<file path="config.mk">
export PLATFORM = sky130hd
export DESIGN_NAME = sdi_cell
export DESIGN_NICKNAME = d
export VERILOG_FILES = /design/src/design/sdi_pkg.sv /design/src/design/sdi_cell.sv
export SDC_FILE = /design/constraint.sdc
export NUM_CORES = 1
export LEC_CHECK = 0
export CORE_MARGIN = 2
export CORE_UTILIZATION = 56
export CTS_CLUSTER_SIZE = 14
export DETAILED_ROUTE_END_ITERATION = 7
export DONT_BUFFER_PORTS = 1
export PLACE_DENSITY = 0.83
export SKIP_CTS_REPAIR_TIMING = 1
export SLEW_MARGIN = 20
export SYNTH_ARGS = -nofsm -noshare
export SYNTH_HDL_FRONTEND = slang
export SYNTH_SLANG_ARGS = --single-unit
</file>
<file path="constraint.sdc">
create_clock -name clk -period 2.6 [get_ports clk]
set_input_delay 0.52 -clock clk [delete_from_list [all_inputs] [get_ports clk]]
set_output_delay 0.52 -clock clk [all_outputs]
set_load 0.01 [all_outputs]
</file>
<file path="src/design/sdi_pkg.sv">
// ----------------------------------------------------------------------------
// sdi_pkg
// Shared types and constants of the symbol dictionary indexer: table size,
// field widths, function codes and the transaction record moved along the
// row of compare cells.
// ----------------------------------------------------------------------------
package sdi_pkg;

  localparam int TABLE_DEPTH = 256;
  localparam int IDX_W       = (TABLE_DEPTH > 1) ? $clog2(TABLE_DEPTH) : 1;
  localparam int CNT_W       = $clog2(TABLE_DEPTH + 1);
  localparam int SYM_W       = 16;
  localparam int INDEX_W     = 8;
  localparam int TOTAL_W     = 9;

  typedef enum logic {
    FUNC_LEARN = 1'b0,
    FUNC_MAP   = 1'b1
  } func_t;

  typedef struct packed {
    logic               valid;
    func_t              func;
    logic [SYM_W-1:0]   symbol;
    logic               found;
    logic               stored;
    logic               bound;
    logic [INDEX_W-1:0] index;
    logic [TOTAL_W-1:0] total;
  } item_t;

endpackage

</file>
<file path="src/design/sdi_cell.sv">
// ----------------------------------------------------------------------------
// sdi_cell
// One table entry with its compare logic. Checks the passing transaction
// against the stored symbol, appends it at the fill boundary and hands the
// updated transaction to the next cell.
// ----------------------------------------------------------------------------
module sdi_cell (
  input  logic                       clk,
  input  logic                       rst_n,
  input  logic                       adv,
  input  logic [sdi_pkg::IDX_W-1:0]  cell_idx,
  input  logic [sdi_pkg::CNT_W-1:0]  cnt,
  input  sdi_pkg::item_t             item_in,
  output sdi_pkg::item_t             item_out,
  output logic                       ins
);

  logic [sdi_pkg::SYM_W-1:0] entry_r;
  sdi_pkg::item_t            item_r;
  sdi_pkg::item_t            item_nxt;
  logic                      occupied;
  logic                      at_bound;
  logic                      hit;
  logic                      put;

  assign occupied = sdi_pkg::CNT_W'(cell_idx) < cnt;
  assign at_bound = item_in.valid && !item_in.bound &&
                    (sdi_pkg::CNT_W'(cell_idx) == cnt);
  assign hit      = item_in.valid && occupied && !item_in.found &&
                    (entry_r == item_in.symbol);
  assign put      = at_bound && !item_in.found && (item_in.func == sdi_pkg::FUNC_LEARN) &&
                    (item_in.symbol != '0);
  assign ins      = adv && put;

  always_comb begin
    item_nxt        = item_in;
    item_nxt.found  = item_in.found | hit;
    item_nxt.stored = item_in.stored | put;
    item_nxt.bound  = item_in.bound | at_bound;
    if (hit || put) begin
      item_nxt.index = sdi_pkg::INDEX_W'(cell_idx);
    end
    if (at_bound) begin
      item_nxt.total = sdi_pkg::TOTAL_W'(cnt + sdi_pkg::CNT_W'(put));
    end
  end

  always_ff @(posedge clk) begin
    if (ins) begin
      entry_r <= item_in.symbol;
    end
  end

  always_ff @(posedge clk) begin
    if (!rst_n) begin
      item_r.valid <= 1'b0;
    end else if (adv) begin
      item_r <= item_nxt;
    end
  end

  assign item_out = item_r;

endmodule

</file>
==> results.md, run 1 <==
* Gpl congestion at 0.838
* Worst setup SP type: input port
* Routed wire per std cell at 21.6 um
* GRT Total Usage at 0.206
* CP required at 2.08 ns
* Yosys warns at 0
* Syn Area/Cell at 14.7 um^2
* Final setup fails at 0
* DRT Pass-1 Iters at 4
* GRT overflow at 0
* R2r startpoint: entry_r[0]
* Syn_nets at 235
* Post-synth top area share at 0.645
* Seq/Total Area, Yosys at 0.653
* CP max-delay cell: ha_1
* Fill cells at 343
* Max Clock Skew at 0.00622 ns
* RSZ-0062 raised after global routing: no
* DR top layer: met4
* Met3 wire len at 583 um
* Layout cell share with drive strength beyond 1 at 0.191
* Setup crit start: cnt[6]
* Vias/cell at 6.13
* I/O pin cnt at 97
* Overall Power at 1.60 mW
* Max-Cap Viols at 0
* R2r setup slk at 0.63 ns
* Number of global-route vias before repair at 1475
* Port Buf Inserts at 0
* Die Area at 0.00495 mm^2
* Routed met2 length at 2.32 mm
* Crit path to: ins
* # rows at 24
* CTS tree: yes
* Post-synth EDFFs at 53
* Vias post-DR at 1409
* Post-DP HPWL at 3.70 mm
* Worst EP arrival at 1.93 ns
* Worst-path fanout max at 19
* Clock buffer count from CTS at 5
* Critical path's largest stage delay at 0.33 ns
* Outcome: finished, final reports clean
* M1 WL at 1.90 mm
* Final WL at 4.97 mm
* Post-synthesis async set-or-reset flop share at 0
* Utilization after layout at 0.619
* Area delta synth->final at 7.66%
* Die W at 70.4 um
* Final nets at 244
* Top Family by Delay on Critical Path: simple AND/OR/NAND/NOR gates
* FMAX at 0.409 GHz
* Crit end category: output pin
* Root Buffer: clkbuf_8
* Initial core utilization at 0.575
* CP cell instances: inv_1 -> ha_1 -> nand4b_1 -> nor4_2 -> buf_4 -> and3_2
* Setup Slack @ Placement at 0.0255 ns
* Cell depth of the worst setup path at 6
* Final Max Slew Viols at 0
* Crit Path Category: in -> out
* Worst-margin pin slew at 0.867 ns
* Max VDD drop at 0.000328 V
* First-pass GRT wire length at 7.71 mm
* Core Area at 0.00429 mm^2
* N_diodes at 0
* Fin. Hold Viols at 0
* Synth Register Bits at 54
* Max_slew headroom at 0.422
* Area leader, netlist: edfxtp_1
* CTS sink cnt at 54
* Tmin final at 2.45 ns
* PD cells at 602 mW/mm^2
* WP buf/inv at 2
* Count leader, synth: edfxtp_1
* Register-to-Register Path Depth at 5
* Final ANT Viol Nets at 0
* Leakage at 0.892 nW
* Worst-Skew Late Latency at 0.31 ns
* Worst setup margin at 0.155 ns
* Cell Area, Synth at 0.00247 mm^2
* Worst hold path class: in -> reg
* Setup TNS at 0 ns
* Height of the die at 70.4 um
* Top FF cell, synth: edfxtp_1
* Synth top cells by count: 53 x edfxtp_1, 21 x xnor2_1, 11 x inv_1, 10 x mux2_2, 9 x ha_1
* # DRC at 0
* Reg clk slew, reported paths at 0.10 ns
* Share of the clock period used by the worst path at 0.941
* Starting DRT DRC Count at 102
* Synth area leaders: edfxtp_1 65%, xnor2_1 7.5%, ha_1 4.6%
* Mapped Cells at 168
* Initial antenna violation count at 0
* Largest net degree at the start of global routing at 38
* H-Tree Depth at 2
* Clk buf depth at 2
* Reg-to-Reg End: item_out[13]
* Netlist cell types at 32
==> power breakdown <==
group / switching [mW] / leakage, nW / total (mW) / internal, mW
registers: 0.0354 / 0.499 / 1.04 / 1.00
clock network: 0.276 / 0.0458 / 0.466 / 0.190
logic: 0.0507 / 0.347 / 0.0949 / 0.0442
==> how the worst min path moves through the flow <==
stage	from	endpoint	slack, ns	cells after the start
after floorplan	item_out[37]	item_out[37]	0.54	2
after global placement	item_out[37]	item_out[37]	0.56	2
after detailed placement	item_out[37]	item_out[37]	0.57	2
after CTS	item_in[25]	entry_r[5]	0.29	0
after global routing	item_in[26]	entry_r[6]	0.28	0
final	item_in[26]	entry_r[6]	0.29	0
==> through the flow <==
stage	area, um^2	cells	hold WS (ns)
after floorplan	2480	168	0.538
after global placement	2570	222	0.557
after detailed placement	2570	222	0.574
after CTS	2660	230	0.286
after global routing	2660	230	0.275
final	2660	230	0.293
==> final cells by class <==
class	count	area [um^2]	share of cell area
flip-flops and latches	54	1610	0.607
multi-input cells	101	818	0.308
well taps	52	65.1	0.0245
inverters	11	41.3	0.0155
clock inverters	3	21.3	0.00801
clock buffers	5	68.8	0.0259
repair buffers	4	30.0	0.0113
==> routing by layer <==
layer,vias to the layer above,GRT usage
li1,647,-
met1,652,0.252
met2,93,0.306
met3,17,0.0967
met4,0,0.105
met5,-,0
==> state kept, by name, summed over array words and instances, names as in the netlist <==
signal	count
entry_r	16
item_out	38
==> logic make-up after synthesis <==
logic type | share of synthesized area
flip-flops | 0.653
AND/OR/NAND/NOR | 0.0913
XOR/XNOR | 0.0816
AO/OA/AOI/OAI | 0.0583
buffers and inverters | 0.0203
multiplexers | 0.0497
adder cells (fa/ha/maj) | 0.0456
==> cells in the final DEF (no fill, tap or decap), types with 2 or more instances in the layout <==
| master | count |
|---|---|
| o21ai_0 | 4 |
| inv_1 | 11 |
| edfxtp_1 | 53 |
| or2_2 | 3 |
| nor4_1 | 4 |
| nand2b_1 | 3 |
| nor3_1 | 2 |
| buf_4 | 4 |
| nor2_1 | 8 |
| a21oi_1 | 7 |
| xor2_1 | 2 |
| xnor2_1 | 21 |
| nand3_1 | 5 |
| mux2_2 | 10 |
| ha_1 | 9 |
| clkbuf_8 | 5 |
| nand4_1 | 5 |
| clkinv_4 | 2 |
| and3_2 | 2 |
(Power assumes the default switching activity.)
==> run 2, diff against run 1 <==
--- a/config.mk
+++ b/config.mk
@@ -6,11 +6,12 @@
 export NUM_CORES = 1
 export LEC_CHECK = 0
 export CORE_MARGIN = 2
-export CORE_UTILIZATION = 56
+export CORE_UTILIZATION = 65
 export CTS_CLUSTER_SIZE = 14
 export DETAILED_ROUTE_END_ITERATION = 7
 export DONT_BUFFER_PORTS = 1
-export PLACE_DENSITY = 0.83
+export GPL_ROUTABILITY_DRIVEN = 0
+export PLACE_DENSITY = 0.9
 export SKIP_CTS_REPAIR_TIMING = 1
 export SLEW_MARGIN = 20
 export SYNTH_ARGS = -nofsm -noshare
==> constraint.sdc (replaced) <==
create_clock -name clk -period 3.1 [get_ports clk]
set_input_delay 0.62 -clock clk [delete_from_list [all_inputs] [get_ports clk]]
set_output_delay 0.62 -clock clk [all_outputs]
set_load 0.01 [all_outputs]
==> run 2 against run 1 <==
Critical path type unchanged. Utilization rose by 10 points. Largest power group unchanged. First-iteration DRC count up 4.9%. Worst hold slack better by 0.10 ns. Cell count shrank 3.0%. Register-to-register slack improved by 0.56 ns. Highest routed layer unchanged.
==> results.md, run 2 (synthesis results as in run 1) <==
* Outcome: finished, final reports clean
* Post-DP HPWL at 3.44 mm
* Max-Cap Viols at 0
* R2r startpoint: entry_r[1]
* Worst-margin pin slew at 0.857 ns
* Sw Ratio at 0.203
* Reg-to-Reg End: item_out[15]
* Register-to-Register Path Depth at 5
* GRT overflow at 0
* Clock share of power at 0.321
* Setup crit start: cnt[5]
* Worst setup margin at 0.462 ns
* Worst-Skew Late Latency at 0.31 ns
* RSZ-0062 raised after global routing: no
* Worst-path fanout max at 19
* FMAX at 0.379 GHz
* Largest net degree at the start of global routing at 38
* Routed wire per std cell at 20.9 um
* Root Buffer: clkbuf_8
* Final Max Slew Viols at 0
* Final ANT Viol Nets at 0
* Height of the die at 65.6 um
* Max Clock Skew at 0.0124 ns
* Crit end category: output pin
* Crit Path Category: in -> out
* Reg clk slew, reported paths at 0.09 ns
* Core Area at 0.00366 mm^2
* GRT Total Usage at 0.223
* CTS tree: yes
* CP required at 2.48 ns
* Number of global-route vias before repair at 1454
* # rows at 22
* Max reg flops at 38
* Max_slew headroom at 0.429
* Layout cell share with drive strength beyond 1 at 0.177
* Initial core utilization at 0.674
* Fill cells at 240
* DRT Pass-1 Iters at 4
* Fin. Hold Viols at 0
* Commonest non-fill, non-tap cell in the layout: edfxtp_1
* Most frequent cells in the layout: 53 x edfxtp_1, 21 x xnor2_1, 11 x inv_1
* PD cells at 529 mW/mm^2
* Max VDD drop at 0.000409 V
* Switching power total at 0.285 mW
* CTS sink cnt at 54
* Final nets at 242
* Setup Slack @ Placement at 0.332 ns
* Vias/cell at 6.19
* Clock buffer count from CTS at 5
* Vias post-DR at 1380
* Worst setup SP type: input port
* Setup TNS at 0 ns
* Port Buf Inserts at 0
* I/O pin cnt at 97
* R2r setup slk at 1.19 ns
* Int Power at 1.12 mW
* # DRC at 0
* Crit path to: ins
* Die W at 65.6 um
* Share of the clock period used by the worst path at 0.851
* Sequential power share at 0.622
* Leakage at 0.889 nW
* Final WL at 4.66 mm
* Worst hold path class: in -> reg
* Final setup fails at 0
* Initial antenna violation count at 0
* First-pass GRT wire length at 6.91 mm
* Die Area at 0.00430 mm^2
* Worst EP arrival at 2.02 ns
* Area delta synth->final at 7.35%
* Clk buf depth at 2
* N_diodes at 0
* H-Tree Depth at 2
* Combinational power share at 0.057
* Starting DRT DRC Count at 107
* Tmin final at 2.64 ns
[run 2: changes by cell type in the layout (fill, tap and decap cells not counted), sizes merged]
| cell | change |
|---|---|
| buf | -2 |
| bufinv | +1 |
| clkinv | -2 |
[run 2: power groups by stage]
stage | clock network (mW) | logic (mW) | registers [mW]
2_1_floorplan | 0 | 0.0629 | 0.883
3_3_place_gp | 0 | 0.0734 | 0.887
3_5_place_dp | 0 | 0.0782 | 0.888
4_1_cts | 0.457 | 0.0791 | 0.872
5_1_grt | 0.480 | 0.0894 | 0.875
6_report | 0.449 | 0.0794 | 0.871
[run 2: cell type report]
class | instances | area, um^2 | area share
Clock buffer | 5 | 68.8 | 0.0260
Inverter | 11 | 41.3 | 0.0156
Clock inverter | 2 | 38.8 | 0.0146
Sequential cell | 54 | 1610 | 0.608
Timing Repair Buffer | 2 | 15.0 | 0.00567
Tap cell | 48 | 60.1 | 0.0227
Multi-Input combinational cell | 101 | 813 | 0.307
[run 2: worst max-delay path, cell delays in order]
cell and delay (ns):
inv_1 0.07, ha_1 0.32, nand4b_1 0.15, nor4_2 0.33, buf_4 0.28, and3_2 0.26
[run 2: per-layer routing]
metal | routed length [um] | part of all wire | GRT usage
met2 | 2210 | 0.47 | 0.348
met1 | 1910 | 0.41 | 0.268
met4 | 114 | 0.024 | 0.122
met3 | 424 | 0.091 | 0.0856
met5 | 0 | 0 | 0
[run 2: stage by stage]
| stage | cells | utilization | total power, mW | instance area [um^2] | hold WS [ns] |
|---|---|---|---|---|---|
| final | 223 | 0.724 | 1.40 | 2650 | 0.397 |
| after global routing | 223 | 0.724 | 1.44 | 2650 | 0.385 |
| after CTS | 223 | 0.724 | 1.41 | 2650 | 0.395 |
| after detailed placement | 216 | 0.694 | 0.966 | 2540 | 0.560 |
| after global placement | 216 | 0.694 | 0.960 | 2540 | 0.555 |
| after floorplan | 168 | - | 0.946 | 2470 | 0.538 |
[run 2: how the worst min path moves through the flow]
stage	start	endpoint	cells after the start	slack (ns)
floorplan	item_out[37]	item_out[37]	2	0.54
global placement	item_out[37]	item_out[37]	2	0.55
detailed placement	item_out[37]	item_out[37]	2	0.56
CTS	item_in[31]	item_out[31]	0	0.39
global route	item_in[31]	item_out[31]	0	0.39
finish	item_in[31]	item_out[31]	0	0.40
